### src/rtl/core/frpt_pkg.sv
// shared constants, beat types and the angle table for the frame relative pose transform
`default_nettype none

package frpt_pkg;

    // table and cordic sizing
    localparam int MAX_FRAMES   = 16;
    localparam int CORDIC_STEPS = 16;
    localparam int FIDX_W       = $clog2(MAX_FRAMES);
    localparam int FCNT_W       = $clog2(MAX_FRAMES + 1);
    localparam int STEP_W       = $clog2(CORDIC_STEPS);

    // field widths
    localparam int POS_W   = 32;
    localparam int ANG_W   = 16;
    localparam int FRAME_W = 4;
    localparam int CMP_W   = (FRAME_W > FCNT_W) ? FRAME_W : FCNT_W;

    // datapath widths
    localparam int DIFF_W = POS_W + 1;
    localparam int CR_W   = 34;
    localparam int TRIG_W = 32;
    localparam int PROD_W = DIFF_W + TRIG_W;
    localparam int ACC_W  = PROD_W + 1;

    // queue between front and back
    localparam int QUEUE_DEPTH = 2;
    localparam int QPTR_W      = $clog2(QUEUE_DEPTH);
    localparam int QCNT_W      = $clog2(QUEUE_DEPTH + 1);

    // shared multiplier sequence: four products plus one drain step
    localparam int MUL_W = 3;
    localparam logic [MUL_W-1:0] MUL_LAST = MUL_W'(4);

    // request codes
    localparam logic REQ_QUERY = 1'b0;
    localparam logic REQ_PUSH  = 1'b1;

    // fixed point constants
    localparam logic signed [CR_W-1:0] CORDIC_K0 = CR_W'(652032874);
    localparam logic signed [CR_W-1:0] ONE_Q30   = CR_W'(1073741824);
    localparam logic signed [ACC_W-1:0] HALF_Q30 = ACC_W'(536870912);
    localparam logic signed [ACC_W-1:0] SAT_HI   = ACC_W'(64'sd2147483647);
    localparam logic signed [ACC_W-1:0] SAT_LO   = -SAT_HI - ACC_W'(1);

    // atan(2^-i) as 32-bit binary angles
    localparam logic [31:0] ATAN_TAB [32] = '{
        32'd536870912, 32'd316933406, 32'd167458907, 32'd85004756,
        32'd42667331,  32'd21354465,  32'd10679838,  32'd5340245,
        32'd2670163,   32'd1335087,   32'd667544,    32'd333772,
        32'd166886,    32'd83443,     32'd41722,     32'd20861,
        32'd10430,     32'd5215,      32'd2608,      32'd1304,
        32'd652,       32'd326,       32'd163,       32'd81,
        32'd41,        32'd20,        32'd10,        32'd5,
        32'd3,         32'd1,         32'd1,         32'd0
    };

    function automatic logic [31:0] atan_angle(input logic [4:0] idx);
        return ATAN_TAB[idx];
    endfunction

    // input beat
    typedef struct packed {
        logic                    req_type;
        logic signed [POS_W-1:0] abs_x;
        logic signed [POS_W-1:0] abs_y;
        logic signed [ANG_W-1:0] abs_heading;
        logic [FRAME_W-1:0]      frame_index;
    } t_in_beat;

    // output beat
    typedef struct packed {
        logic signed [POS_W-1:0] rel_x;
        logic signed [POS_W-1:0] rel_y;
        logic signed [ANG_W-1:0] rel_heading;
        logic [FRAME_W-1:0]      active_frame;
        logic                    table_full;
    } t_out_beat;

    // classified job handed from front to back
    typedef struct packed {
        logic                     is_query;
        logic                     table_full;
        logic [FRAME_W-1:0]       active_frame;
        logic signed [DIFF_W-1:0] dx;
        logic signed [DIFF_W-1:0] dy;
        logic [ANG_W-1:0]         org_heading;
        logic [ANG_W-1:0]         rel_heading;
    } t_job;

    typedef enum logic [2:0] {
        B_IDLE,
        B_ROT,
        B_TRIG,
        B_MUL,
        B_RND,
        B_DONE
    } t_back_state;

endpackage

`default_nettype wire

### src/rtl/core/frpt_queue.sv
// short job queue that decouples the front end from the rotation back end
`default_nettype none

module frpt_queue (
    input  wire              i_clk,
    input  wire              i_rst_n,
    input  wire              i_push_valid,
    output logic             o_push_ready,
    input  frpt_pkg::t_job   i_push_data,
    output logic             o_pop_valid,
    input  wire              i_pop_ready,
    output frpt_pkg::t_job   o_pop_data
);

    frpt_pkg::t_job              r_slot [frpt_pkg::QUEUE_DEPTH];
    logic [frpt_pkg::QPTR_W-1:0] r_wr_ptr;
    logic [frpt_pkg::QPTR_W-1:0] r_rd_ptr;
    logic [frpt_pkg::QCNT_W-1:0] r_count;

    logic do_push;
    logic do_pop;

    assign o_push_ready = (r_count != frpt_pkg::QCNT_W'(frpt_pkg::QUEUE_DEPTH));
    assign o_pop_valid  = (r_count != '0);
    assign do_push      = i_push_valid && o_push_ready;
    assign do_pop       = o_pop_valid && i_pop_ready;
    assign o_pop_data   = r_slot[r_rd_ptr];

    // pointers and fill count
    always_ff @(posedge i_clk) begin
        if (!i_rst_n) begin
            r_wr_ptr <= '0;
            r_rd_ptr <= '0;
            r_count  <= '0;
        end else begin
            if (do_push) begin
                r_wr_ptr <= (r_wr_ptr == frpt_pkg::QPTR_W'(frpt_pkg::QUEUE_DEPTH - 1)) ?
                            '0 : r_wr_ptr + frpt_pkg::QPTR_W'(1);
            end
            if (do_pop) begin
                r_rd_ptr <= (r_rd_ptr == frpt_pkg::QPTR_W'(frpt_pkg::QUEUE_DEPTH - 1)) ?
                            '0 : r_rd_ptr + frpt_pkg::QPTR_W'(1);
            end
            if (do_push && !do_pop) begin
                r_count <= r_count + frpt_pkg::QCNT_W'(1);
            end else if (do_pop && !do_push) begin
                r_count <= r_count - frpt_pkg::QCNT_W'(1);
            end
        end
    end

    // slot storage
    always_ff @(posedge i_clk) begin
        if (do_push) begin
            r_slot[r_wr_ptr] <= i_push_data;
        end
    end

    // pointers meet only when empty or full
    a_empty_ptrs: assert property (@(posedge i_clk) disable iff (!i_rst_n)
        (r_count == '0) |-> (r_wr_ptr == r_rd_ptr))
        else $error("queue empty but pointers differ");

    a_full_ptrs: assert property (@(posedge i_clk) disable iff (!i_rst_n)
        (r_count == frpt_pkg::QCNT_W'(frpt_pkg::QUEUE_DEPTH)) |-> (r_wr_ptr == r_rd_ptr))
        else $error("queue full but pointers differ");

endmodule

`default_nettype wire

### config.mk
export PLATFORM = sky130hd
export DESIGN_NAME = frpt_queue
export DESIGN_NICKNAME = d
export VERILOG_FILES = /design/src/rtl/core/frpt_pkg.sv /design/src/rtl/core/frpt_queue.sv
export SDC_FILE = /design/constraint.sdc
export NUM_CORES = 1
export LEC_CHECK = 0
export BUFFER_PORTS_ARGS = -buffer_cell sky130_fd_sc_hd__buf_2
export CAP_MARGIN = 30
export CORE_UTILIZATION = 33
export DETAILED_ROUTE_END_ITERATION = 12
export HOLD_SLACK_MARGIN = 0.03
export PLACE_DENSITY = 0.6
export SYNTH_ARGS = -nofsm -noshare
export SYNTH_HDL_FRONTEND = slang
export SYNTH_SLANG_ARGS = --single-unit
### constraint.sdc
create_clock -name i_clk -period 3.6 [get_ports i_clk]
set_input_delay 0.54 -clock i_clk [delete_from_list [all_inputs] [get_ports i_clk]]
set_output_delay 0.54 -clock i_clk [all_outputs]
set_load 0.02 [all_outputs]
; ---- Yosys cells after proc, flatten, opt, wreduce, memory -nomap -nowiden
; Memories as Yosys holds them, arrays and structs flattened. A register that Yosys moved wholly into a read port is not among the register bits.
; Cells that the tools add are included.
[word_totals]
reg_bits = 4
latchBits = 0
ramBits = 208
rom_bits = 0
input_bits = 108
output_inout_bits = 106
elab_cells = 25
memories = 1
[classes]
addsub = 4
n_mul = 0
div_mod_pow = 0
magnitude_cmp = 0
n_eq_ne = 1
n_shift = 0
muxes = 8
bitwise = 0
reduce_logical = 8
[mem_list]
columns = memory, depth, word_bits, rd, rd_ports_with_merged_regs, wr, line
row1 = r_slot, 2, 104, 1, 1, 1, frpt_queue.sv:15  ; frpt_pkg::t_job r_slot [frpt_pkg::QUEUE_DEPTH];
[ops]
columns = operator, count
row1 = two-way mux 1 bit, 6
row2 = logical AND 1 bit, 4
row3 = two-way mux 2 bit, 2
row4 = nonzero test 2 bit, 2
row5 = adder 1 bit (second input constant), 2
row6 = adder 2 x 1 -> 2 bit (second input constant), 1
row7 = logical NOT 1 bit, 2
row8 = != test 2 bit (second input constant), 1
row9 = subtractor 2 x 1 -> 2 bit (second input constant), 1

; ---- Longest topological paths before layout
[depth]
word_depth = 6
mapped_depth = 6
depth_no_buf = 6

; ---- Least setup slack after synthesis
; OpenSTA, ideal clock, no wires.
[synth_path]
path_type = flip-flop to flip-flop
from = register r_count[0] (netlist bit)
to = memory r_slot[1][0] (netlist bit) (enable)
setup_time_ns = 0.475
arrival_time_ns = 3.059
t_required_ns = 3.125
slack_ns = 0.065
stages_incl_launch_ff = 3
path_buffers = 0
synth_period_minus_slack_ns = 3.535
cell_sequence = dfxtp_1 > nand2b_4 > and3_1
[synth_via]
elab_chain_len = 4
[synth_lines]
columns = element, line
row1 = "start, declared", frpt_queue.sv:18  ; logic [frpt_pkg::QCNT_W-1:0] r_count;
row2 = "start signal, assigned", frpt_queue.sv:45  ; r_count <= r_count + frpt_pkg::QCNT_W'(1);
row3 = "start signal, assigned", frpt_queue.sv:47  ; r_count <= r_count - frpt_pkg::QCNT_W'(1);
row4 = != test 2 bit, frpt_queue.sv:23  ; assign o_push_ready = (r_count != frpt_pkg::QCNT_W'(frpt_pkg::QUEUE_DEPTH));
row5 = named net o_push_ready, frpt_queue.sv:8  ; output logic o_push_ready,
row6 = logical AND 1 bit, frpt_queue.sv:25  ; assign do_push = i_push_valid && o_push_ready;
row7 = two-way mux 1 bit, frpt_queue.sv:54  ; if (do_push) begin
row8 = two-way mux 1 bit (not written as such), frpt_queue.sv:55  ; r_slot[r_wr_ptr] <= i_push_data;
row9 = "end, declared", frpt_queue.sv:15
; The timed path passes the listed nets, and every way through them passes these cells.

==> out/results.ini <==
[clock_network]
holdBufCountCts = 0
clk_latency_ps = 500
clock_path_buffers = 3
postCtsSetupBuffers = 0
clock_sinks = 213
cts_tree = done
numCtsBuffers = 23
cts_resized = 0
cts_root_buf = clkbuf_16
clkTransAtPathRegs_ps = 60
h-tree-depth = 1

[floorplan]
die_h_microns = 158
pin_count = 214
start_util_pct = 33.9
coreArea_sq_um = 23600
dieArea_sq_um = 24900
num_rows = 56
die_w_microns = 158

[setup_path]
crit_family = flip-flops
rrSetupSlack_ps = 1460
startpoint_type = flip-flop
end_kind = output port
cp.buffers_inverters = 2
crit_path_max_fanout = 46
cp.required_ps = 3060
arrival_ps = 2170
slowest_stage = dfxtp_4
cp_slowest_stage_delay_ps = 720
path_class = flip-flop to output port
crit_chain = buf_12, mux2_2, buf_2

[pwr]
switching_power_mw = 2.14
peakVddDrop_mv = 0.562
pwr-share-seq_pct = 43.8
swShare_pct = 28.9
total_power_mw = 7.42
p_per_area_nw_per_um2 = 732
p_leak_nw = 3.86
clkPwrFrac_pct = 29.2
combPwrFrac_pct = 27.1
p_int_mw = 5.28

[route]
num_vias = 4008
first_pass_iters = 4
routed_wl_microns = 15300
drc = 0
drtAntennaViolNets = 0
drtIter0Drc = 139
wl_per_cell_microns = 16.6
routed_via_density = 4.37

[timing]
max_freq_mhz = 370
finalSetupTns_ps = 0
slew_headroom_pct = 47.3
setup_viol = 0
period_needed_ps = 2710
timing.final.crit_share_pct = 75.2
slew_violations = 0
hold_viol = 0
grt_setup_unrepaired = no
layout_setup_ws_ps = 894
fin_skew_ps = 8.93
worst_pin_slew_ps = 791

[logic_synthesis]
synth_cells = 348
ys_ff_latch = 213
yosys_warnings = 0
syn-num-nets = 457
synth_cell_types = 22
ys.flop_type = edfxtp_1
netlist_area_sq_um = 8000
avgSynthCellArea_sq_um = 23.0
async_flop_share_pct = 0
synth_edf_count = 208
yosysSeqAreaShare_pct = 79.3

[place]
hpwl_microns = 10100
port-buffer-count = 213
placed_cells = 876
place.gp.congestion = 0.697
pre_cts_ws_ps = 1330

[layout]
layout_commonest_cell = buf_2
n_antenna_cell = 0
final_util_pct = 43.0
fin_nets = 691
syn2layout_area_growth_pct = 26.8
fin_cells = 917
num-fill-cells = 2102
drive_gt1_share_pct = 60.2
layout_common_cells = 213 x buf_2, 208 x edfxtp_1, 60 x mux2_4, 44 x mux2_2, 23 x clkbuf_16

[global_routing]
grt.total_usage_pct = 11.9
grt_pass1_vias = 4335
grt_max_degree = 58
grt_pass1_wl_microns = 22500
antenna_found_initial = 4
overflow = 0

[run]
maxCapViolCount = 0

[min_path]
min_path_type = input port to flip-flop

[run_status]
outcome = complete, no violations

==> per-stage QoR <==
step           hold slack (ps)  cell area, sq um
3_3_place_gp               524              9450
6_report                   224             10100
5_1_grt                    196             10100
2_1_floorplan              512              8000
4_1_cts                    193             10100
3_5_place_dp               573              9450
==> path summary, 6_finish.rpt <==
kind | end | startpoint | cells after the start
worst max-delay path | o_pop_data[85] | flip-flop | 3
worst min-delay path | r_slot[0][93]$_DFFE_PP_ | i_push_data[93] | 1
worst max register to register | r_slot[0][73]$_DFFE_PP_ | r_count[0]$_SDFFE_PN0P_ | 4
worst min register to register | r_count[1]$_SDFFE_PN0P_ | r_count[1]$_SDFFE_PN0P_ | 2
==> layer usage <==
layer	track usage [%]	part of all wire (%)	wire length, microns	vias to the layer above
met5	0	0.32	49	-
met4	3.42	2.5	374	8
met3	4.98	9.5	1440	33
met2	20.4	48	7350	160
met1	13.5	40	6040	1957
li1	-	-	-	1850
==> logic make-up after synthesis <==
group                    Yosys count  synth area share, %
flip-flops                       213                 79.3
multiplexers                     104                 17.5
buffers and inverters             13                 1.47
AND/OR/NAND/NOR                    9                0.813
AO/OA/AOI/OAI                      5                0.438
XOR/XNOR                           3                0.329
adder cells (fa/ha/maj)            1                0.156
==> sequential cells by signal (all words and copies together) (netlist names), named ones only <==
signal / cells
r_count: 2
r_wr_ptr: 1
r_slot: 208
r_rd_ptr: 1
==> power groups by stage <==
| stage | sequential [mW] | clock, mW | combinational [mW] |
|---|---|---|---|
| 2_1_floorplan | 3.24 | 0 | 1.53 |
| 3_3_place_gp | 3.28 | 0 | 2.02 |
| 3_5_place_dp | 3.31 | 0 | 2.05 |
| 4_1_cts | 3.25 | 2.24 | 2.06 |
| 5_1_grt | 3.28 | 2.35 | 2.16 |
| 6_report | 3.25 | 2.17 | 2.01 |
==> area by class of cell <==
type | instances | area [sq um] | share of cell area, %
multi-input cells | 122 | 1540 | 15.2
clock inverters | 9 | 67.6 | 0.666
well taps | 319 | 399 | 3.93
clock buffers | 32 | 629 | 6.20
repair buffers | 221 | 1150 | 11.3
flip-flops and latches | 213 | 6350 | 62.6
inverters | 1 | 6.26 | 0.0617
==> cells in the mapped netlist (2+ instances only) <==
library cell,number,area share (%)
edfxtp_1,208,78
buf_2,4,0.25
xnor2_1,2,0.22
and2_1,4,0.31
mux2_4,60,11
buf_6,7,0.99
dfxtp_1,5,1.3
mux2_2,44,6.2
Power figures use the tool's default switching activity.
