===== config.mk =====
export PLATFORM = sky130hd
export DESIGN_NAME = frpt_front
export DESIGN_NICKNAME = d
export VERILOG_FILES = /design/src/rtl/core/frpt_pkg.sv /design/src/rtl/core/frpt_front.sv
export SDC_FILE = /design/constraint.sdc
export NUM_CORES = 2
export LEC_CHECK = 0
export BUFFER_PORTS_ARGS = -buffer_cell sky130_fd_sc_hd__buf_4
export CORE_MARGIN = 2
export CORE_UTILIZATION = 50
export CTS_CLUSTER_DIAMETER = 40
export DETAILED_ROUTE_END_ITERATION = 8
export MAX_ROUTING_LAYER = met4
export PLACE_DENSITY_LB_ADDON = 0.05
export SETUP_SLACK_MARGIN = 0.02
export SYNTH_ARGS = -nofsm -noshare
export SYNTH_HDL_FRONTEND = slang
export SYNTH_SLANG_ARGS = --single-unit

===== constraint.sdc =====
create_clock -name i_clk -period 14.85 [get_ports i_clk]
set_clock_uncertainty 0.1 [all_clocks]
set_input_delay 0.7425 -clock i_clk [delete_from_list [all_inputs] [get_ports i_clk]]
set_output_delay 0.7425 -clock i_clk [all_outputs]
set_load 0.05 [all_outputs]

===== src/rtl/core/frpt_pkg.sv =====
// shared constants, beat types and the angle table for the frame relative pose transform
`default_nettype none

package frpt_pkg;

    // table and cordic sizing
    localparam int MAX_FRAMES   = 16;
    localparam int CORDIC_STEPS = 16;
    localparam int FIDX_W       = $clog2(MAX_FRAMES);
    localparam int FCNT_W       = $clog2(MAX_FRAMES + 1);
    localparam int STEP_W       = $clog2(CORDIC_STEPS);

    // field widths
    localparam int POS_W   = 32;
    localparam int ANG_W   = 16;
    localparam int FRAME_W = 4;
    localparam int CMP_W   = (FRAME_W > FCNT_W) ? FRAME_W : FCNT_W;

    // datapath widths
    localparam int DIFF_W = POS_W + 1;
    localparam int CR_W   = 34;
    localparam int TRIG_W = 32;
    localparam int PROD_W = DIFF_W + TRIG_W;
    localparam int ACC_W  = PROD_W + 1;

    // queue between front and back
    localparam int QUEUE_DEPTH = 2;
    localparam int QPTR_W      = $clog2(QUEUE_DEPTH);
    localparam int QCNT_W      = $clog2(QUEUE_DEPTH + 1);

    // shared multiplier sequence: four products plus one drain step
    localparam int MUL_W = 3;
    localparam logic [MUL_W-1:0] MUL_LAST = MUL_W'(4);

    // request codes
    localparam logic REQ_QUERY = 1'b0;
    localparam logic REQ_PUSH  = 1'b1;

    // fixed point constants
    localparam logic signed [CR_W-1:0] CORDIC_K0 = CR_W'(652032874);
    localparam logic signed [CR_W-1:0] ONE_Q30   = CR_W'(1073741824);
    localparam logic signed [ACC_W-1:0] HALF_Q30 = ACC_W'(536870912);
    localparam logic signed [ACC_W-1:0] SAT_HI   = ACC_W'(64'sd2147483647);
    localparam logic signed [ACC_W-1:0] SAT_LO   = -SAT_HI - ACC_W'(1);

    // atan(2^-i) as 32-bit binary angles
    localparam logic [31:0] ATAN_TAB [32] = '{
        32'd536870912, 32'd316933406, 32'd167458907, 32'd85004756,
        32'd42667331,  32'd21354465,  32'd10679838,  32'd5340245,
        32'd2670163,   32'd1335087,   32'd667544,    32'd333772,
        32'd166886,    32'd83443,     32'd41722,     32'd20861,
        32'd10430,     32'd5215,      32'd2608,      32'd1304,
        32'd652,       32'd326,       32'd163,       32'd81,
        32'd41,        32'd20,        32'd10,        32'd5,
        32'd3,         32'd1,         32'd1,         32'd0
    };

    function automatic logic [31:0] atan_angle(input logic [4:0] idx);
        return ATAN_TAB[idx];
    endfunction

    // input beat
    typedef struct packed {
        logic                    req_type;
        logic signed [POS_W-1:0] abs_x;
        logic signed [POS_W-1:0] abs_y;
        logic signed [ANG_W-1:0] abs_heading;
        logic [FRAME_W-1:0]      frame_index;
    } t_in_beat;

    // output beat
    typedef struct packed {
        logic signed [POS_W-1:0] rel_x;
        logic signed [POS_W-1:0] rel_y;
        logic signed [ANG_W-1:0] rel_heading;
        logic [FRAME_W-1:0]      active_frame;
        logic                    table_full;
    } t_out_beat;

    // classified job handed from front to back
    typedef struct packed {
        logic                     is_query;
        logic                     table_full;
        logic [FRAME_W-1:0]       active_frame;
        logic signed [DIFF_W-1:0] dx;
        logic signed [DIFF_W-1:0] dy;
        logic [ANG_W-1:0]         org_heading;
        logic [ANG_W-1:0]         rel_heading;
    } t_job;

    typedef enum logic [2:0] {
        B_IDLE,
        B_ROT,
        B_TRIG,
        B_MUL,
        B_RND,
        B_DONE
    } t_back_state;

endpackage

`default_nettype wire


===== src/rtl/core/frpt_front.sv =====
// front end: accepts request beats, keeps the frame table and forms offset jobs
`default_nettype none

module frpt_front (
    input  wire                  i_clk,
    input  wire                  i_rst_n,
    input  wire                  i_in_valid,
    output logic                 o_in_ready,
    input  frpt_pkg::t_in_beat   i_in_data,
    output logic                 o_job_valid,
    input  wire                  i_job_ready,
    output frpt_pkg::t_job       o_job
);

    // frame table, entry 0 is the world origin and is never written
    logic signed [frpt_pkg::POS_W-1:0] r_mem_x [frpt_pkg::MAX_FRAMES];
    logic signed [frpt_pkg::POS_W-1:0] r_mem_y [frpt_pkg::MAX_FRAMES];
    logic [frpt_pkg::ANG_W-1:0]        r_mem_h [frpt_pkg::MAX_FRAMES];

    logic [frpt_pkg::FCNT_W-1:0] r_fiu;
    logic [frpt_pkg::FIDX_W-1:0] r_cur;
    logic [frpt_pkg::FIDX_W-1:0] n_cur;
    logic                        r_hold_valid;

    // held beat and registered table read
    logic                              r_req;
    logic                              r_full;
    logic [frpt_pkg::FRAME_W-1:0]      r_active;
    logic signed [frpt_pkg::POS_W-1:0] r_ax;
    logic signed [frpt_pkg::POS_W-1:0] r_ay;
    logic [frpt_pkg::ANG_W-1:0]        r_ah;
    logic                              r_sel_zero;
    logic signed [frpt_pkg::POS_W-1:0] r_ox;
    logic signed [frpt_pkg::POS_W-1:0] r_oy;
    logic [frpt_pkg::ANG_W-1:0]        r_oh;

    logic                              accept;
    logic                              is_push;
    logic                              tab_full;
    logic                              push_ok;
    logic                              fi_known;
    logic [frpt_pkg::FIDX_W-1:0]       sel;
    logic [frpt_pkg::FIDX_W-1:0]       push_idx;
    logic signed [frpt_pkg::POS_W-1:0] org_x;
    logic signed [frpt_pkg::POS_W-1:0] org_y;
    logic [frpt_pkg::ANG_W-1:0]        org_h;

    // classify the incoming beat
    assign o_in_ready = !r_hold_valid || i_job_ready;
    assign accept     = i_in_valid && o_in_ready;
    assign is_push    = (i_in_data.req_type == frpt_pkg::REQ_PUSH);
    assign tab_full   = (r_fiu == frpt_pkg::FCNT_W'(frpt_pkg::MAX_FRAMES));
    assign push_ok    = is_push && !tab_full;
    assign push_idx   = frpt_pkg::FIDX_W'(r_fiu);
    assign fi_known   = frpt_pkg::CMP_W'(i_in_data.frame_index) < frpt_pkg::CMP_W'(r_fiu);
    assign sel        = fi_known ? frpt_pkg::FIDX_W'(i_in_data.frame_index) : r_cur;
    assign n_cur      = push_ok ? push_idx : r_cur;

    // table bookkeeping and hold valid
    always_ff @(posedge i_clk) begin
        if (!i_rst_n) begin
            r_fiu        <= frpt_pkg::FCNT_W'(1);
            r_cur        <= '0;
            r_hold_valid <= 1'b0;
        end else begin
            if (accept) begin
                r_hold_valid <= 1'b1;
                if (push_ok) begin
                    r_fiu <= r_fiu + frpt_pkg::FCNT_W'(1);
                    r_cur <= push_idx;
                end
            end else if (i_job_ready) begin
                r_hold_valid <= 1'b0;
            end
        end
    end

    // table write on push, registered read for a query
    always_ff @(posedge i_clk) begin
        if (accept) begin
            r_req      <= i_in_data.req_type;
            r_full     <= is_push && tab_full;
            r_active   <= frpt_pkg::FRAME_W'(n_cur);
            r_ax       <= i_in_data.abs_x;
            r_ay       <= i_in_data.abs_y;
            r_ah       <= i_in_data.abs_heading;
            r_sel_zero <= (sel == '0);
            r_ox       <= r_mem_x[sel];
            r_oy       <= r_mem_y[sel];
            r_oh       <= r_mem_h[sel];
            if (push_ok) begin
                r_mem_x[push_idx] <= i_in_data.abs_x;
                r_mem_y[push_idx] <= i_in_data.abs_y;
                r_mem_h[push_idx] <= i_in_data.abs_heading;
            end
        end
    end

    // offset from the chosen origin
    assign org_x = r_sel_zero ? '0 : r_ox;
    assign org_y = r_sel_zero ? '0 : r_oy;
    assign org_h = r_sel_zero ? '0 : r_oh;

    always_comb begin
        o_job.is_query     = (r_req == frpt_pkg::REQ_QUERY);
        o_job.table_full   = r_full;
        o_job.active_frame = r_active;
        o_job.dx           = frpt_pkg::DIFF_W'(r_ax) - frpt_pkg::DIFF_W'(org_x);
        o_job.dy           = frpt_pkg::DIFF_W'(r_ay) - frpt_pkg::DIFF_W'(org_y);
        o_job.org_heading  = org_h;
        o_job.rel_heading  = r_ah - org_h;
    end

    assign o_job_valid = r_hold_valid;

    // table occupancy stays sane
    a_fiu_range: assert property (@(posedge i_clk) disable iff (!i_rst_n)
        (r_fiu != '0) && (r_fiu <= frpt_pkg::FCNT_W'(frpt_pkg::MAX_FRAMES)))
        else $error("frames in use out of range");

    a_cur_below_fiu: assert property (@(posedge i_clk) disable iff (!i_rst_n)
        frpt_pkg::CMP_W'(r_cur) < frpt_pkg::CMP_W'(r_fiu))
        else $error("current frame not stored");

endmodule

`default_nettype wire


After elaboration in Yosys (flattened, before gate mapping) --
Memory sizes are Yosys's and may differ from the RTL's. A register that Yosys moved wholly into a read port is not among the register bits. Cells that the tools add are included.
Word-level totals: flip-flop bits (word level) 97, bits in writable memories 1280, memories 3
Operators by class: mux-type cells 10, add/subtract/negate cells 4, eq/ne operators 1, reductions and logical operators 9, bitwise operators 1, magnitude comparators 1
Memory list:
- r_mem_x | words 16, width 32, read ports 1, clocked after Yosys merged registers in 1, wr ports 1, RTL line frpt_front.sv:16 | logic signed [frpt_pkg::POS_W-1:0] r_mem_x [frpt_pkg::MAX_FRAMES];
- r_mem_y | words 16, width 32, read ports 1, clocked after Yosys merged registers in 1, wr ports 1, RTL line frpt_front.sv:17 | logic signed [frpt_pkg::POS_W-1:0] r_mem_y [frpt_pkg::MAX_FRAMES];
- r_mem_h | words 16, width 16, read ports 1, clocked after Yosys merged registers in 1, wr ports 1, RTL line frpt_front.sv:18 | logic [frpt_pkg::ANG_W-1:0] r_mem_h [frpt_pkg::MAX_FRAMES];
Operators with widths (number):
- 32-bit by 32-bit subtractor with 33-bit output | 2
- 32-bit 2-to-1 mux | 2
- 16-bit 2-to-1 mux | 1
- 16-bit subtractor | 1
- 4-bit 2-to-1 mux | 2
- 5-bit by 1-bit adder with 5-bit output, second input constant | 1
- 5-bit equality test, second input constant | 1
- 4-bit by 5-bit < comparator with 1-bit output | 1
- 1-bit 2-to-1 mux | 5
- 4-bit zero test | 1
- 1-bit logical AND | 3
- 1-bit zero test | 2
- 2-bit AND reduction | 1
- 2-bit nonzero test | 1
- 1-bit logical OR | 1
- 1-bit inverter | 1

Depth between registers and ports, before layout --
depth after elaboration 6, depth in mapped cells 13, mapped depth without buffers 11

Worst setup path before layout --
OpenSTA, ideal clock, no wires.
kind in2reg, start in i_job_ready, end mem r_mem_h[0][0] (netlist bit) (enable), required time 14.134 ns, slack 2.456 ns, buffers on the path 1, data arrival time 11.678 ns, cell stages on the path 6, cell sequence nand2b_1 > and2_1 > and3_1 > clkbuf_1 > nand2_1 > nor3_1
On the way: word-level cells in the longest chain between the ends 4
RTL lines:
- from (decl) | RTL line frpt_front.sv:11 | input wire i_job_ready,
- 1-bit logical OR | RTL line frpt_front.sv:49 | assign o_in_ready = !r_hold_valid || i_job_ready;
- 1-bit logical AND | RTL line frpt_front.sv:50 | assign accept = i_in_valid && o_in_ready;
- named net accept | RTL line frpt_front.sv:37 | logic accept;
- 1-bit 2-to-1 mux | RTL line frpt_front.sv:80 | if (accept) begin
- 1-bit 2-to-1 mux (not written as such) | RTL line frpt_front.sv:94 | r_mem_h[push_idx] <= i_in_data.abs_heading;
- to (decl) | RTL line frpt_front.sv:18
The timed path passes the listed nets, and every way through them passes these cells.

==> summary.txt <==
Status: complete, no violations
Initial Util: 50.5%
Die Span X: 347 µm
Ys Warns: 0
Worst setup SP type: register
Placeable core region: 117000 µm²
Most used routing layer: met2
Min Tclk post-route: 6540 ps
Power per cell area: 151 nW/µm²
Internal power: 7640 µW
Register area share after synthesis: 74.2%
IO Port Bufs: 194
Grt ovf: 0
Final hold viol count: 0
Layout cells sized above 1: 14.8%
Syn Nets: 3617
Slew Limit Fails: 0
Global routing usage on met1: 34.1%
Synth cell types: 70
Drt pass-1 iters: 5
Final cycle utilization of the critical path: 44.1%
Post-Synthesis Cells: 3439
Hold Crit Class: input pin to register
CTS sink count: 1457
Flop pwr share: 45.2%
Critical Path End Type: primary output
Maximum fanout along the worst path: 46
Most common cell in the netlist: edfxtp_1
Final wirelength: 155000 µm
Critical Path AT: 5700 ps
Drt via density: 6.03
Dpl hpwl: 79600 µm
Row count: 125
M3 GR Usage: 3.72%
Clock Path Buffers: 3
Vias in the first global route: 32.4k
Global Route Usage Sum: 26.2%
Post CTS Setup Buffer Count: 0
Fmax: 153 MHz
Io pins: 195
Largest net degree at the start of global routing: 128
Initial DRC count: 3170
DIE HEIGHT: 347 µm
Clk pwr share: 42.0%
Die area: 120000 µm²
Sw frac: 25.3%
Max cap viols: 0
Clk root buf: clkbuf_16
Max transition margin: 23.5%
Peak supply drop: 0.000126 V
Final net count: 3885
TritonCTS buffer count: 177
Switch Pwr: 2580 µW
Synth async-reset ratio: 0%
Fin util: 58.3%
Top FF cell, synth: edfxtp_1
Share of the synthesized area in the top cell type: 73.8%
CTS tree: yes
Mapped Avg Cell Area: 17.1 µm²
Global-route wire length before repair: 223000 µm
Worst Max-Slew Pin Slew: 1150 ps
Netlist Area Pre-Place: 58900 µm²
EDFF count, synth: 1447
Post-CTS sizing: 0
Setup total negative slack: 0 ps
Hold-fix buffers, CTS: 0
Antenna Violating Nets Remaining: 0
#FFs+latches synth: 1457
GR Util met2: 43.8%
Area leader, netlist: edfxtp_1
Cell leakage power: 0.0255 µW
RSZ-0062 raised after global routing: no
WL/cell: 28.7 µm
Initial antenna violation count: 7
Worst Path Required: 14010 ps
H-tree depth: 4
# DRC: 0
Worst skew pair latency: 760 ps
Commonest cells in the netlist: 1447 x edfxtp_1, 647 x mux2i_1, 322 x o22ai_1, 86 x ha_1, 84 x nand2b_1
Main area contributors after synthesis: edfxtp_1 74%, mux2i_1 11%, o22ai_1 3.4%, ha_1 1.8%, or4_1 1.0%
Area growth, synth to finish: 15.3%
Comb pwr share: 12.8%
CTS clock-pin slew for the worst setup and hold paths: 50 ps
Final setup viols: 0
DR vias: 32.4k
CP Class: register to primary output
Placer's final routability congestion estimate: 0.879
-- placed cells by master (no fill, tap or decap), types with 9 or more instances in the layout --
master / n
nor3_1: 20
mux2i_1: 647
and3_1: 14
nor2_1: 55
o22ai_1: 322
clkbuf_16: 185
o21ai_0: 42
a31oi_1: 14
xnor2_1: 49
nand2_1: 44
o21a_1: 15
inv_6: 25
edfxtp_1: 1447
clkbuf_1: 24
bufinv_16: 18
ha_1: 86
nand4_1: 9
clkinvlp_4: 15
or4_1: 81
nand2b_1: 84
clkinv_2: 19
nand3_1: 20
buf_4: 254
xor2_1: 12
o21bai_1: 9
inv_1: 61
a21o_1: 27
clkinv_1: 26
nor2_4: 12
a21oi_1: 58
dfxtp_1: 10
nor2b_1: 22
-- metrics by stage --
step	cells	setup slack [ps]	instance area (µm²)	hold slack (ps)	power, µW
floorplan	3439	2460	58900	397	5600
global placement	5052	8580	61900	416	6010
detailed placement	5052	8480	61900	448	6020
CTS	5377	8200	67900	47.1	10300
global route	5383	8050	67900	65.6	10500
finish	5383	8310	67900	103	10200
-- cell families after synthesis --
logic type	synth area share (%)
multiplexers	11.0
AND/OR/NAND/NOR	3.89
XOR/XNOR	0.908
AO/OA/AOI/OAI	6.10
buffers and inverters	2.02
flip-flops	74.2
adder cells (fa/ha/maj)	1.93
-- worst max-delay path: stages (launching register included) --
cell      delay (ps)
edfxtp_1         320
buf_4            520
nor2b_1          160
ha_1             250
fa_1             440
nor2b_1          160
o31a_1           300
o21ai_1          290
o41ai_2         1000
nand3_1          230
o21ai_0          320
o41ai_1          160
buf_4            200
xnor2_1          310
buf_4            270
-- final cells by class --
class | count | area (µm²)
timing repair buffer | 255 | 1930
inverter | 61 | 229
tap | 1524 | 1910
sequential | 1457 | 43700
antenna | 6 | 15.0
fill | 8672 | 48600
clock buffer | 209 | 4720
multi-input combinational | 1755 | 14200
clock inverter | 116 | 1210
-- flip-flops by register name (all words and copies together) (netlist names) --
register / flops
o_job_valid: 1
r_active: 4
r_ah: 16
r_ax: 32
r_ay: 32
r_cur: 4
r_fiu: 5
r_full: 1
r_mem_h: 256
r_mem_x: 512
r_mem_y: 512
r_oh: 16
r_ox: 32
r_oy: 32
r_req: 1
r_sel_zero: 1
-- power groups by stage --
stage	combinational [µW]	sequential, µW	clock, µW
finish	1310	4620	4290
detailed placement	1310	4710	0
floorplan	893	4710	0
CTS	1320	4620	4360
global route	1380	4630	4540
global placement	1300	4710	0
-- layer usage --
metal / part of all wire [%] / vias up
li1: - / 14362
met1: 42 / 16805
met2: 50 / 1071
met3: 5.9 / 207
met4: 1.8 / 0
met5: 0 / -
-- final timing paths --
| kind | cells past startpoint | endpoint | slack [ps] | from |
|---|---|---|---|---|
| setup / recovery | 14 | o_job[62] | 8310 | r_sel_zero |
| hold / removal | 1 | r_req | 100 | i_in_data[84] |
| setup reg to reg | 11 | r_oh[1] | 8750 | r_fiu[2] |
| hold reg to reg | 2 | r_cur[1] | 450 | r_cur[1] |
No activity file was read; power rests on OpenSTA's default activity.
