File: config.mk
export PLATFORM = sky130hd
export DESIGN_NAME = frpt_back
export DESIGN_NICKNAME = d
export VERILOG_FILES = /design/src/rtl/core/frpt_pkg.sv /design/src/rtl/core/frpt_back.sv
export SDC_FILE = /design/constraint.sdc
export NUM_CORES = 2
export LEC_CHECK = 0
export ABC_AREA = 1
export BUFFER_PORTS_ARGS = -buffer_cell sky130_fd_sc_hd__buf_2
export CORE_MARGIN = 8
export CORE_UTILIZATION = 50
export CTS_CLUSTER_DIAMETER = 60
export DETAILED_ROUTE_END_ITERATION = 12
export PLACE_DENSITY = 0.66
export SLEW_MARGIN = 20
export SYNTH_ARGS = -nofsm -noshare
export SYNTH_HDL_FRONTEND = slang
export SYNTH_SLANG_ARGS = --single-unit
File: constraint.sdc
create_clock -name i_clk -period 20.4 [get_ports i_clk]
set_input_delay 1.02 -clock i_clk [delete_from_list [all_inputs] [get_ports i_clk]]
set_output_delay 1.02 -clock i_clk [all_outputs]
set_load 0.05 [all_outputs]
File: src/rtl/core/frpt_pkg.sv
// shared constants, beat types and the angle table for the frame relative pose transform
`default_nettype none

package frpt_pkg;

    // table and cordic sizing
    localparam int MAX_FRAMES   = 16;
    localparam int CORDIC_STEPS = 16;
    localparam int FIDX_W       = $clog2(MAX_FRAMES);
    localparam int FCNT_W       = $clog2(MAX_FRAMES + 1);
    localparam int STEP_W       = $clog2(CORDIC_STEPS);

    // field widths
    localparam int POS_W   = 32;
    localparam int ANG_W   = 16;
    localparam int FRAME_W = 4;
    localparam int CMP_W   = (FRAME_W > FCNT_W) ? FRAME_W : FCNT_W;

    // datapath widths
    localparam int DIFF_W = POS_W + 1;
    localparam int CR_W   = 34;
    localparam int TRIG_W = 32;
    localparam int PROD_W = DIFF_W + TRIG_W;
    localparam int ACC_W  = PROD_W + 1;

    // queue between front and back
    localparam int QUEUE_DEPTH = 2;
    localparam int QPTR_W      = $clog2(QUEUE_DEPTH);
    localparam int QCNT_W      = $clog2(QUEUE_DEPTH + 1);

    // shared multiplier sequence: four products plus one drain step
    localparam int MUL_W = 3;
    localparam logic [MUL_W-1:0] MUL_LAST = MUL_W'(4);

    // request codes
    localparam logic REQ_QUERY = 1'b0;
    localparam logic REQ_PUSH  = 1'b1;

    // fixed point constants
    localparam logic signed [CR_W-1:0] CORDIC_K0 = CR_W'(652032874);
    localparam logic signed [CR_W-1:0] ONE_Q30   = CR_W'(1073741824);
    localparam logic signed [ACC_W-1:0] HALF_Q30 = ACC_W'(536870912);
    localparam logic signed [ACC_W-1:0] SAT_HI   = ACC_W'(64'sd2147483647);
    localparam logic signed [ACC_W-1:0] SAT_LO   = -SAT_HI - ACC_W'(1);

    // atan(2^-i) as 32-bit binary angles
    localparam logic [31:0] ATAN_TAB [32] = '{
        32'd536870912, 32'd316933406, 32'd167458907, 32'd85004756,
        32'd42667331,  32'd21354465,  32'd10679838,  32'd5340245,
        32'd2670163,   32'd1335087,   32'd667544,    32'd333772,
        32'd166886,    32'd83443,     32'd41722,     32'd20861,
        32'd10430,     32'd5215,      32'd2608,      32'd1304,
        32'd652,       32'd326,       32'd163,       32'd81,
        32'd41,        32'd20,        32'd10,        32'd5,
        32'd3,         32'd1,         32'd1,         32'd0
    };

    function automatic logic [31:0] atan_angle(input logic [4:0] idx);
        return ATAN_TAB[idx];
    endfunction

    // input beat
    typedef struct packed {
        logic                    req_type;
        logic signed [POS_W-1:0] abs_x;
        logic signed [POS_W-1:0] abs_y;
        logic signed [ANG_W-1:0] abs_heading;
        logic [FRAME_W-1:0]      frame_index;
    } t_in_beat;

    // output beat
    typedef struct packed {
        logic signed [POS_W-1:0] rel_x;
        logic signed [POS_W-1:0] rel_y;
        logic signed [ANG_W-1:0] rel_heading;
        logic [FRAME_W-1:0]      active_frame;
        logic                    table_full;
    } t_out_beat;

    // classified job handed from front to back
    typedef struct packed {
        logic                     is_query;
        logic                     table_full;
        logic [FRAME_W-1:0]       active_frame;
        logic signed [DIFF_W-1:0] dx;
        logic signed [DIFF_W-1:0] dy;
        logic [ANG_W-1:0]         org_heading;
        logic [ANG_W-1:0]         rel_heading;
    } t_job;

    typedef enum logic [2:0] {
        B_IDLE,
        B_ROT,
        B_TRIG,
        B_MUL,
        B_RND,
        B_DONE
    } t_back_state;

endpackage

`default_nettype wire

File: src/rtl/core/frpt_back.sv
// back end: iterative cordic, shared multiplier, rounding and the output register
`default_nettype none

module frpt_back (
    input  wire                  i_clk,
    input  wire                  i_rst_n,
    input  wire                  i_job_valid,
    output logic                 o_job_ready,
    input  frpt_pkg::t_job       i_job,
    output logic                 o_out_valid,
    input  wire                  i_out_ready,
    output frpt_pkg::t_out_beat  o_out_data
);

    frpt_pkg::t_back_state r_state;
    frpt_pkg::t_back_state n_state;

    frpt_pkg::t_job                     r_job;
    logic [frpt_pkg::STEP_W-1:0]        r_step;
    logic signed [frpt_pkg::CR_W-1:0]   r_x;
    logic signed [frpt_pkg::CR_W-1:0]   r_y;
    logic signed [frpt_pkg::CR_W-1:0]   r_z;
    logic                               r_neg;
    logic signed [frpt_pkg::TRIG_W-1:0] r_cos;
    logic signed [frpt_pkg::TRIG_W-1:0] r_sin;
    logic [frpt_pkg::MUL_W-1:0]         r_k;
    logic signed [frpt_pkg::PROD_W-1:0] r_prod;
    logic signed [frpt_pkg::ACC_W-1:0]  r_acc_x;
    logic signed [frpt_pkg::ACC_W-1:0]  r_acc_y;
    frpt_pkg::t_out_beat                r_res;
    frpt_pkg::t_out_beat                r_out;
    logic                               r_out_valid;

    logic                               job_take;
    logic                               out_load;
    logic                               last_step;
    logic [31:0]                        ang;
    logic                               flip;
    logic signed [frpt_pkg::CR_W-1:0]   z0;
    logic signed [frpt_pkg::CR_W-1:0]   xs;
    logic signed [frpt_pkg::CR_W-1:0]   ys;
    logic signed [frpt_pkg::CR_W-1:0]   at;
    logic signed [frpt_pkg::CR_W-1:0]   xn;
    logic signed [frpt_pkg::CR_W-1:0]   yn;
    logic signed [frpt_pkg::CR_W-1:0]   cos_c;
    logic signed [frpt_pkg::CR_W-1:0]   sin_c;
    logic signed [frpt_pkg::DIFF_W-1:0] mul_a;
    logic signed [frpt_pkg::TRIG_W-1:0] mul_b;

    // clamp to [-1, 1] in Q1.30
    function automatic logic signed [frpt_pkg::CR_W-1:0] clamp_one(
        input logic signed [frpt_pkg::CR_W-1:0] v
    );
        if (v > frpt_pkg::ONE_Q30) begin
            return frpt_pkg::ONE_Q30;
        end else if (v < -frpt_pkg::ONE_Q30) begin
            return -frpt_pkg::ONE_Q30;
        end
        return v;
    endfunction

    // round half up at bit 30 and saturate to 32 bits
    function automatic logic signed [frpt_pkg::POS_W-1:0] scale_sat(
        input logic signed [frpt_pkg::ACC_W-1:0] acc
    );
        logic signed [frpt_pkg::ACC_W-1:0] r;
        r = (acc + frpt_pkg::HALF_Q30) >>> 30;
        if (r > frpt_pkg::SAT_HI) begin
            return frpt_pkg::POS_W'(frpt_pkg::SAT_HI);
        end else if (r < frpt_pkg::SAT_LO) begin
            return frpt_pkg::POS_W'(frpt_pkg::SAT_LO);
        end
        return frpt_pkg::POS_W'(r);
    endfunction

    assign last_step = (r_step == frpt_pkg::STEP_W'(frpt_pkg::CORDIC_STEPS - 1));

    // next state
    always_comb begin
        n_state = r_state;
        unique case (r_state)
            frpt_pkg::B_IDLE: begin
                if (i_job_valid) begin
                    n_state = i_job.is_query ? frpt_pkg::B_ROT : frpt_pkg::B_DONE;
                end
            end
            frpt_pkg::B_ROT: begin
                if (last_step) begin
                    n_state = frpt_pkg::B_TRIG;
                end
            end
            frpt_pkg::B_TRIG: begin
                n_state = frpt_pkg::B_MUL;
            end
            frpt_pkg::B_MUL: begin
                if (r_k == frpt_pkg::MUL_LAST) begin
                    n_state = frpt_pkg::B_RND;
                end
            end
            frpt_pkg::B_RND: begin
                n_state = frpt_pkg::B_DONE;
            end
            frpt_pkg::B_DONE: begin
                if (!r_out_valid || i_out_ready) begin
                    n_state = frpt_pkg::B_IDLE;
                end
            end
            default: begin
                n_state = frpt_pkg::B_IDLE;
            end
        endcase
    end

    // control strobes
    always_comb begin
        job_take = 1'b0;
        out_load = 1'b0;
        unique case (r_state)
            frpt_pkg::B_IDLE: job_take = i_job_valid;
            frpt_pkg::B_DONE: out_load = !r_out_valid || i_out_ready;
            default: begin
                job_take = 1'b0;
                out_load = 1'b0;
            end
        endcase
    end

    assign o_job_ready = (r_state == frpt_pkg::B_IDLE);

    // fold the start angle into the right half plane
    always_comb begin
        ang  = {i_job.org_heading, 16'h0000};
        flip = (ang[31:30] == 2'b01) || (ang[31:30] == 2'b10);
        z0   = frpt_pkg::CR_W'(signed'({ang[31] ^ flip, ang[30:0]}));
    end

    // one cordic micro-rotation
    assign xs = r_x >>> r_step;
    assign ys = r_y >>> r_step;
    assign at = frpt_pkg::CR_W'(frpt_pkg::atan_angle(5'(r_step)));

    // undo the fold and clamp
    assign xn    = r_neg ? -r_x : r_x;
    assign yn    = r_neg ? -r_y : r_y;
    assign cos_c = clamp_one(xn);
    assign sin_c = clamp_one(yn);

    // operand select for the shared multiplier
    assign mul_a = ((r_k == frpt_pkg::MUL_W'(0)) || (r_k == frpt_pkg::MUL_W'(3))) ?
                   r_job.dx : r_job.dy;
    assign mul_b = ((r_k == frpt_pkg::MUL_W'(0)) || (r_k == frpt_pkg::MUL_W'(2))) ?
                   r_cos : r_sin;

    // state and output valid
    always_ff @(posedge i_clk) begin
        if (!i_rst_n) begin
            r_state     <= frpt_pkg::B_IDLE;
            r_out_valid <= 1'b0;
        end else begin
            r_state <= n_state;
            if (out_load) begin
                r_out_valid <= 1'b1;
            end else if (i_out_ready) begin
                r_out_valid <= 1'b0;
            end
        end
    end

    // datapath
    always_ff @(posedge i_clk) begin
        if (job_take) begin
            r_job  <= i_job;
            r_step <= '0;
            r_x    <= frpt_pkg::CORDIC_K0;
            r_y    <= '0;
            r_z    <= z0;
            r_neg  <= flip;
            r_k    <= '0;
            r_res.rel_x        <= '0;
            r_res.rel_y        <= '0;
            r_res.rel_heading  <= '0;
            r_res.active_frame <= i_job.active_frame;
            r_res.table_full   <= i_job.table_full;
        end
        if (r_state == frpt_pkg::B_ROT) begin
            r_step <= r_step + frpt_pkg::STEP_W'(1);
            if (!r_z[frpt_pkg::CR_W-1]) begin
                r_x <= r_x - ys;
                r_y <= r_y + xs;
                r_z <= r_z - at;
            end else begin
                r_x <= r_x + ys;
                r_y <= r_y - xs;
                r_z <= r_z + at;
            end
        end
        if (r_state == frpt_pkg::B_TRIG) begin
            r_cos <= frpt_pkg::TRIG_W'(cos_c);
            r_sin <= frpt_pkg::TRIG_W'(sin_c);
        end
        if (r_state == frpt_pkg::B_MUL) begin
            r_k <= r_k + frpt_pkg::MUL_W'(1);
            if (r_k != frpt_pkg::MUL_LAST) begin
                r_prod <= mul_a * mul_b;
            end
            // accumulate the product formed one step earlier
            if (r_k == frpt_pkg::MUL_W'(1)) begin
                r_acc_x <= frpt_pkg::ACC_W'(r_prod);
            end else if (r_k == frpt_pkg::MUL_W'(2)) begin
                r_acc_x <= r_acc_x + frpt_pkg::ACC_W'(r_prod);
            end else if (r_k == frpt_pkg::MUL_W'(3)) begin
                r_acc_y <= frpt_pkg::ACC_W'(r_prod);
            end else if (r_k == frpt_pkg::MUL_LAST) begin
                r_acc_y <= r_acc_y - frpt_pkg::ACC_W'(r_prod);
            end
        end
        if (r_state == frpt_pkg::B_RND) begin
            r_res.rel_x       <= scale_sat(r_acc_x);
            r_res.rel_y       <= scale_sat(r_acc_y);
            r_res.rel_heading <= r_job.rel_heading;
        end
        if (out_load) begin
            r_out <= r_res;
        end
    end

    assign o_out_valid = r_out_valid;
    assign o_out_data  = r_out;

    // multiplier sequence only follows the trig step
    a_mul_entry: assert property (@(posedge i_clk) disable iff (!i_rst_n)
        (r_state == frpt_pkg::B_MUL && $past(r_state) != frpt_pkg::B_MUL)
        |-> $past(r_state) == frpt_pkg::B_TRIG)
        else $error("multiply entered without trig");

    // a refused push never carries a transformed pose
    a_full_zero: assert property (@(posedge i_clk) disable iff (!i_rst_n)
        (r_out_valid && r_out.table_full)
        |-> (r_out.rel_x == '0 && r_out.rel_y == '0 && r_out.rel_heading == '0))
        else $error("refused push with nonzero pose");

endmodule

`default_nettype wire

Word level (Yosys, flattened, before mapping) --
Memories as Yosys holds them, arrays and structs flattened. Index checks and enable logic that the tools add are counted.
Word-level totals: ROM bits 1024, bits of input ports 108, register bits after elaboration 627, output and inout port bits 87, memories 1, word-level logic and storage cells 148
Memories:
- (name not given) | words 32, bits a word 32, read ports 1, clocked after memory_dff 0, wr ports 0, line frpt_pkg.sv:59 | return ATAN_TAB[idx];
Cells by class: eq/ne operators 17, magnitude comparators 9, $add $sub $neg 14, bitwise gates (word level) 4, reduce and logical (&&, ||, !) cells 17, multiplexer cells 57, $mul 1, shifts and indexed selects 2
Operators by type and width (number):
- 2-to-1 mux 32 bit | 15
- 2-to-1 mux 34 bit | 11
- 2-to-1 mux 66 bit | 4
- adder 66 x 31 -> 66 bit, second input constant | 2
- 2-to-1 mux 85 bit | 1
- 2-to-1 mux 80 bit | 1
- > comparator 36 x 32 -> 1 bit, second input constant | 2
- < comparator 36 x 32 -> 1 bit, second input constant | 2
- adder 34 bit | 2
- > comparator 34 x 32 -> 1 bit, second input constant | 2
- < comparator 34 x 31 -> 1 bit, second input constant | 2
- negation 34 bit | 2
- >>> shifter 34 x 4 -> 34 bit | 2
- subtractor 34 bit | 2
- adder 66 x 65 -> 66 bit | 1
- subtractor 66 x 65 -> 66 bit | 1
- multiplier 33 x 32 -> 65 bit | 1
- adder 34 x 33 -> 34 bit | 1
- subtractor 34 x 33 -> 34 bit | 1
- 2-to-1 mux 33 bit | 1
- 2-to-1 mux 3 bit | 7
- case mux 3 bit (6 select lines) | 1
- 2-to-1 mux 1 bit | 14
- == test 3 x 2 -> 1 bit, second input constant | 4
- other kinds (21) | 39

Longest topological paths before layout --
depth after elaboration 7, mapped depth 40, mapped depth without buffers 36

Worst setup path after synthesis --
Ideal clock, no wire load.
path type input to register, start point in i_out_ready, end point reg r_out (netlist bit o_out_data[0]), enable pin, setup time 0.738 ns, cell stages on the path 2, path slack 10.577 ns, arrival time 9.085 ns, path buffers 0, required time 19.662 ns, cells stage by stage nor2_1 -> nor4_1
On the way: cells in the longest elaborated chain, start to end 2
RTL lines:
- from (decl) | line frpt_back.sv:11 | input wire i_out_ready,
- logical OR 1 bit | line frpt_back.sv:120 | frpt_pkg::B_DONE: out_load = !r_out_valid || i_out_ready;
- 2-to-1 mux 1 bit | line frpt_back.sv:118 | unique case (r_state)
- via out_load | line frpt_back.sv:35 | logic out_load;
- to (signal assigned) | line frpt_back.sv:223 | r_out <= r_res;
- to (decl) | line frpt_back.sv:31 | frpt_pkg::t_out_beat r_out;
The timed path passes the listed nets, and every way through them passes these cells. A chain may end at the register's enable or synchronous reset.

Worst setup path in the final report --
start point reg r_k[0] (netlist name), end point reg r_prod[64] (netlist name), data pin
On the way: cells in the longest elaborated chain, start to end 4, elaborated cells between the ends (all ways) 8, classes of those cells mul (1); eq/ne (2); mux (2); reduce/logical (3)
RTL lines:
- from (decl) | line frpt_back.sv:26 | logic [frpt_pkg::MUL_W-1:0] r_k;
- from (signal assigned) | line frpt_back.sv:202 | r_k <= r_k + frpt_pkg::MUL_W'(1);
- == test 3 x 2 -> 1 bit (tied with other cells) | line frpt_back.sv:149 | assign mul_a = ((r_k == frpt_pkg::MUL_W'(0)) || (r_k == frpt_pkg::MUL_W'(3))) ?
- logical OR 1 bit (on tied branches) | line frpt_back.sv:149, frpt_back.sv:151
- 2-to-1 mux 33 bit / 2-to-1 mux 32 bit (equally long branches) | line frpt_back.sv:149, frpt_back.sv:151
- multiplier 33 x 32 -> 65 bit * | line frpt_back.sv:204 | r_prod <= mul_a * mul_b;
- to (signal assigned) | line frpt_back.sv:204
- to (decl) | line frpt_back.sv:27 | logic signed [frpt_pkg::PROD_W-1:0] r_prod;
Every way passes the cells marked *; elsewhere a longest branch is shown, timed or not.

==> summary.txt <==
Yosys
  • Largest family of logic cells by synthesized area: adder cells
  • Synth Area in Adders: between 30 and 40%
  • Post-Synth XOR/XNOR Area: 3.138%
  • Post-synthesis mux area share: 0.02368%
  • Complex-gate fraction of the synthesized area: 8.544%
  • Post-Syn Instances: 10740
  • Most frequently used flop master after synthesis: edfxtp_1
  • Simple-gate share of the synthesized area: between 20% and 30%
  • Async SR Flop Fraction: 0%
  • Synthesis-stage register bit count: between 600 and 700
  • Cell variety after synth: 60
  • Yosys warns: 0
  • Post-synth EDFFs: between 600 and 700
  • Sequential area share after synthesis: roughly 22%
  • Post-Syn Nets: 12400
  • Post-Syn Area: ~85000 um^2
  • Avg Cell Area, Syn: 7.868 um^2

CTS
  • Postcts setup bufs: 0
  • Num CTS Buffers: 93
  • Sink Count: 627
  • Max clock buf depth: 3
  • Cts hold-fix bufs: 0
  • Clk_lat worst skew: 0.79 ns
  • CTS resizes: 0
  • Clk slew on worst S/H paths: 0.06 ns
  • CTS Root Buffer Type: clkbuf_16
  • Htree depth: 3
  • TritonCTS clock tree: done

Setup path
  • R2R setup slack: 8.16 ns
  • Crit Reg-Reg Startpoint: r_k[0]$_SDFFCE_PN0P_
  • Reg2reg end: r_prod[64]$_DFFE_PP_
  • Worst setup path end: r_prod[64]$_DFFE_PP_
  • WS Path Type: reg -> reg
  • CP Data Required Time: 20.92 ns
  • Critical path arrival: approximately 13 ns
  • CP Max Fanout: 48
  • Crit-path most repeated cell: fa_1
  • Startpoint Class: register
  • CP max-delay cell: clkinv_1
  • CP endpoint kind: register
  • Worst reg2reg path depth: 31
  • Slowest Stage Delay on Critical Path: 0.86 ns
  • Crit path launch: r_k[0]$_SDFFCE_PN0P_

Detailed routing
  • Via count: about 75000
  • Number of routed nets with antenna violations: 0
  • Drt wl/cell: 23.09 um
  • Vias per cell: 5.682
  • Initial DRT Pass Iterations: 6
  • DRC errors left: 0
  • DRT iter0 DRCs: between 8000 and 9000
  • Wire length after detailed routing: 303300 um

Timing
  • Final Hold Viols: 0
  • Total negative slack: 0 ns
  • Setup Skew: 0.08447 ns
  • Final period utilization: 59.99%
  • Least-Margin Pin Slew: 1.237 ns
  • Fmax: 81.71 MHz
  • Fin crit period: 12.24 ns
  • Final Max Tran Viols: 0
  • RSZ-0062 raised after global routing: no
  • Slew headroom: 16.95%
  • Final setup fails: 0

Global route
  • Antenna violations before repair: 2
  • GRT Total Usage: 32.84%
  • Vias in the first global route: approximately 74000
  • Grt total ovfl: 0
  • Pin count of the biggest net entering global routing: 81
  • First-pass GRT wire length: 454800 um

Die
  • Starting density of the core: 50.10%
  • I/O pin cnt: 195
  • Die Wd: 427.2 um
  • Rows: 151
  • Core box area: between 150000 and 200000 um^2
  • DIE AREA: about 180000 um^2
  • Die Ht: 427.2 um

Place
  • Gpl congestion: 1.013
  • HPWL Detailed: about 240000 um
  • Post-Place Cells: 12960
  • Buffers on Ports: 194

Cells and area
  • Share of cells above drive strength 1: around 5.9%
  • Area growth syn-to-layout: 7.873%
  • Layout Nets: 12500
  • Final design utilization: 54.05%
  • Finished Layout Cells: 13140

Run
  • Max Cap Viol: 0

Outcome
  • Status: finished, final reports clean

Worst hold path
  • Min-Delay Path Class: reg -> reg
## metrics by stage
stage          setup WS, ns  hold slack, ns  area, um^2
2_1_floorplan         10.58          0.4003       84530
3_3_place_gp          8.382          0.4010       87970
3_5_place_dp          8.098          0.4045       87970
4_1_cts               8.133          0.3370       91180
5_1_grt               7.381          0.3674       91180
6_report              8.162          0.3944       91190
## routing by layer
metal  track usage (%)  share of wire, %  up-vias
met5                 0            0.0040        -
met4             13.79               5.0        2
met3             9.174                11      654
met2             49.59                43     3893
met1             44.53                41    36120
li1                  -                 -    33970
## cells by family after synthesis
kind of cell / Yosys count
AOI/OAI and AO/OA: 1312
and+or+nand+nor: 4615
adders and majority gates: 1551
xor gates and xnor gates: 302
buffers and inverters: 2334
muxes: 2
DFF: 627
## sequential cells by signal (all words and copies together), names as in the netlist
name and count:
r_k 3, r_sin 32, r_neg 1, r_y 34
r_job 82, r_x 34, r_prod 65, o_out_data 85
r_z 34, r_cos 32, r_acc_y 66, o_out_valid 1
r_step 4, r_res 85, r_acc_x 66, r_state 3
## synth_stat cells, types with 16 or more instances
cell type | count | area [um^2]
a21boi_0 | 21 | 157.7
a21o_1 | 47 | 352.8
a21oi_1 | 488 | 2442
a31oi_1 | 44 | 275.3
buf_1 | 24 | 90.09
buf_2 | 57 | 285.3
buf_4 | 16 | 120.1
clkbuf_1 | 199 | 747.0
clkinv_1 | 20 | 75.07
edfxtp_1 | 623 | 18710
fa_1 | 1117 | 22360
ha_1 | 434 | 5430
inv_1 | 1994 | 7485
nand2_1 | 2191 | 8224
nand3_1 | 659 | 3298
nand3b_1 | 27 | 202.7
nand4_1 | 77 | 481.7
nor2_1 | 1401 | 5259
nor2_2 | 18 | 112.6
nor3_1 | 102 | 510.5
nor4_1 | 28 | 175.2
o211ai_1 | 32 | 240.2
o21a_1 | 33 | 247.7
o21ai_0 | 493 | 2467
o21ai_1 | 61 | 305.3
o21bai_1 | 40 | 300.3
or2_2 | 70 | 437.9
xnor2_1 | 117 | 1025
xor2_1 | 184 | 1612
## worst min-delay path by stage
stage | start | to | cells after the start
finish | r_res[74]$_DFFE_PP_ | o_out_data[74]$_DFFE_PP_ | 0
global route | i_job[72] | r_job[72]$_DFFE_PP_ | 1
CTS | i_job[71] | r_job[71]$_DFFE_PP_ | 1
detailed placement | r_res[46]$_DFFE_PP_ | o_out_data[46]$_DFFE_PP_ | 0
global placement | r_res[82]$_DFFE_PP_ | o_out_data[82]$_DFFE_PP_ | 0
floorplan | r_res[0]$_DFFE_PP_ | o_out_data[0]$_DFFE_PP_ | 0
## final cells by class
cell class	instances	area, um^2
Antenna cell	1	2.502
Clock buffer	104	2369
Clock inverter	68	839.6
Fill cell	16170	77530
Inverter	2025	7609
Multi-Input combinational cell	7782	56960
Sequential cell	627	18790
Tap cell	2218	2775
Timing Repair Buffer	310	1842
## worst max-delay path: cells and delay by family, from the launching register on
| kind | cells | cell delay (ns) |
|---|---|---|
| compound gates | 5 | 1.78 |
| buf+inv | 8 | 2.78 |
| simple gates | 6 | 1.30 |
| flops | 1 | 0.39 |
| fa+ha+maj | 11 | 5.49 |
| xor+xnor | 1 | 0.18 |
## cell usage in the layout, fill, tap and decap left out, types with 10 or more instances in the layout
cell type / instances
a21boi_0: 21
a21o_1: 47
a21oi_1: 487
a221oi_1: 13
a31oi_1: 44
buf_2: 194
buf_4: 116
clkbuf_1: 11
clkbuf_16: 93
clkinv_1: 27
clkinv_2: 11
clkinvlp_4: 10
edfxtp_1: 623
fa_1: 1117
ha_1: 434
inv_1: 1991
inv_2: 12
inv_6: 11
inv_8: 10
nand2_1: 2187
nand2_2: 13
nand3_1: 659
nand3b_1: 27
nand4_1: 77
nor2_1: 1398
nor2_2: 18
nor3_1: 100
nor4_1: 27
o211ai_1: 32
o21a_1: 33
o21ai_0: 473
o21ai_1: 51
o21ai_2: 30
o21bai_1: 40
or2_2: 70
xnor2_1: 117
xor2_1: 184
Power is not shown: default switching activity piles up to over one toggle a cycle in this logic, so the estimate is an artifact.
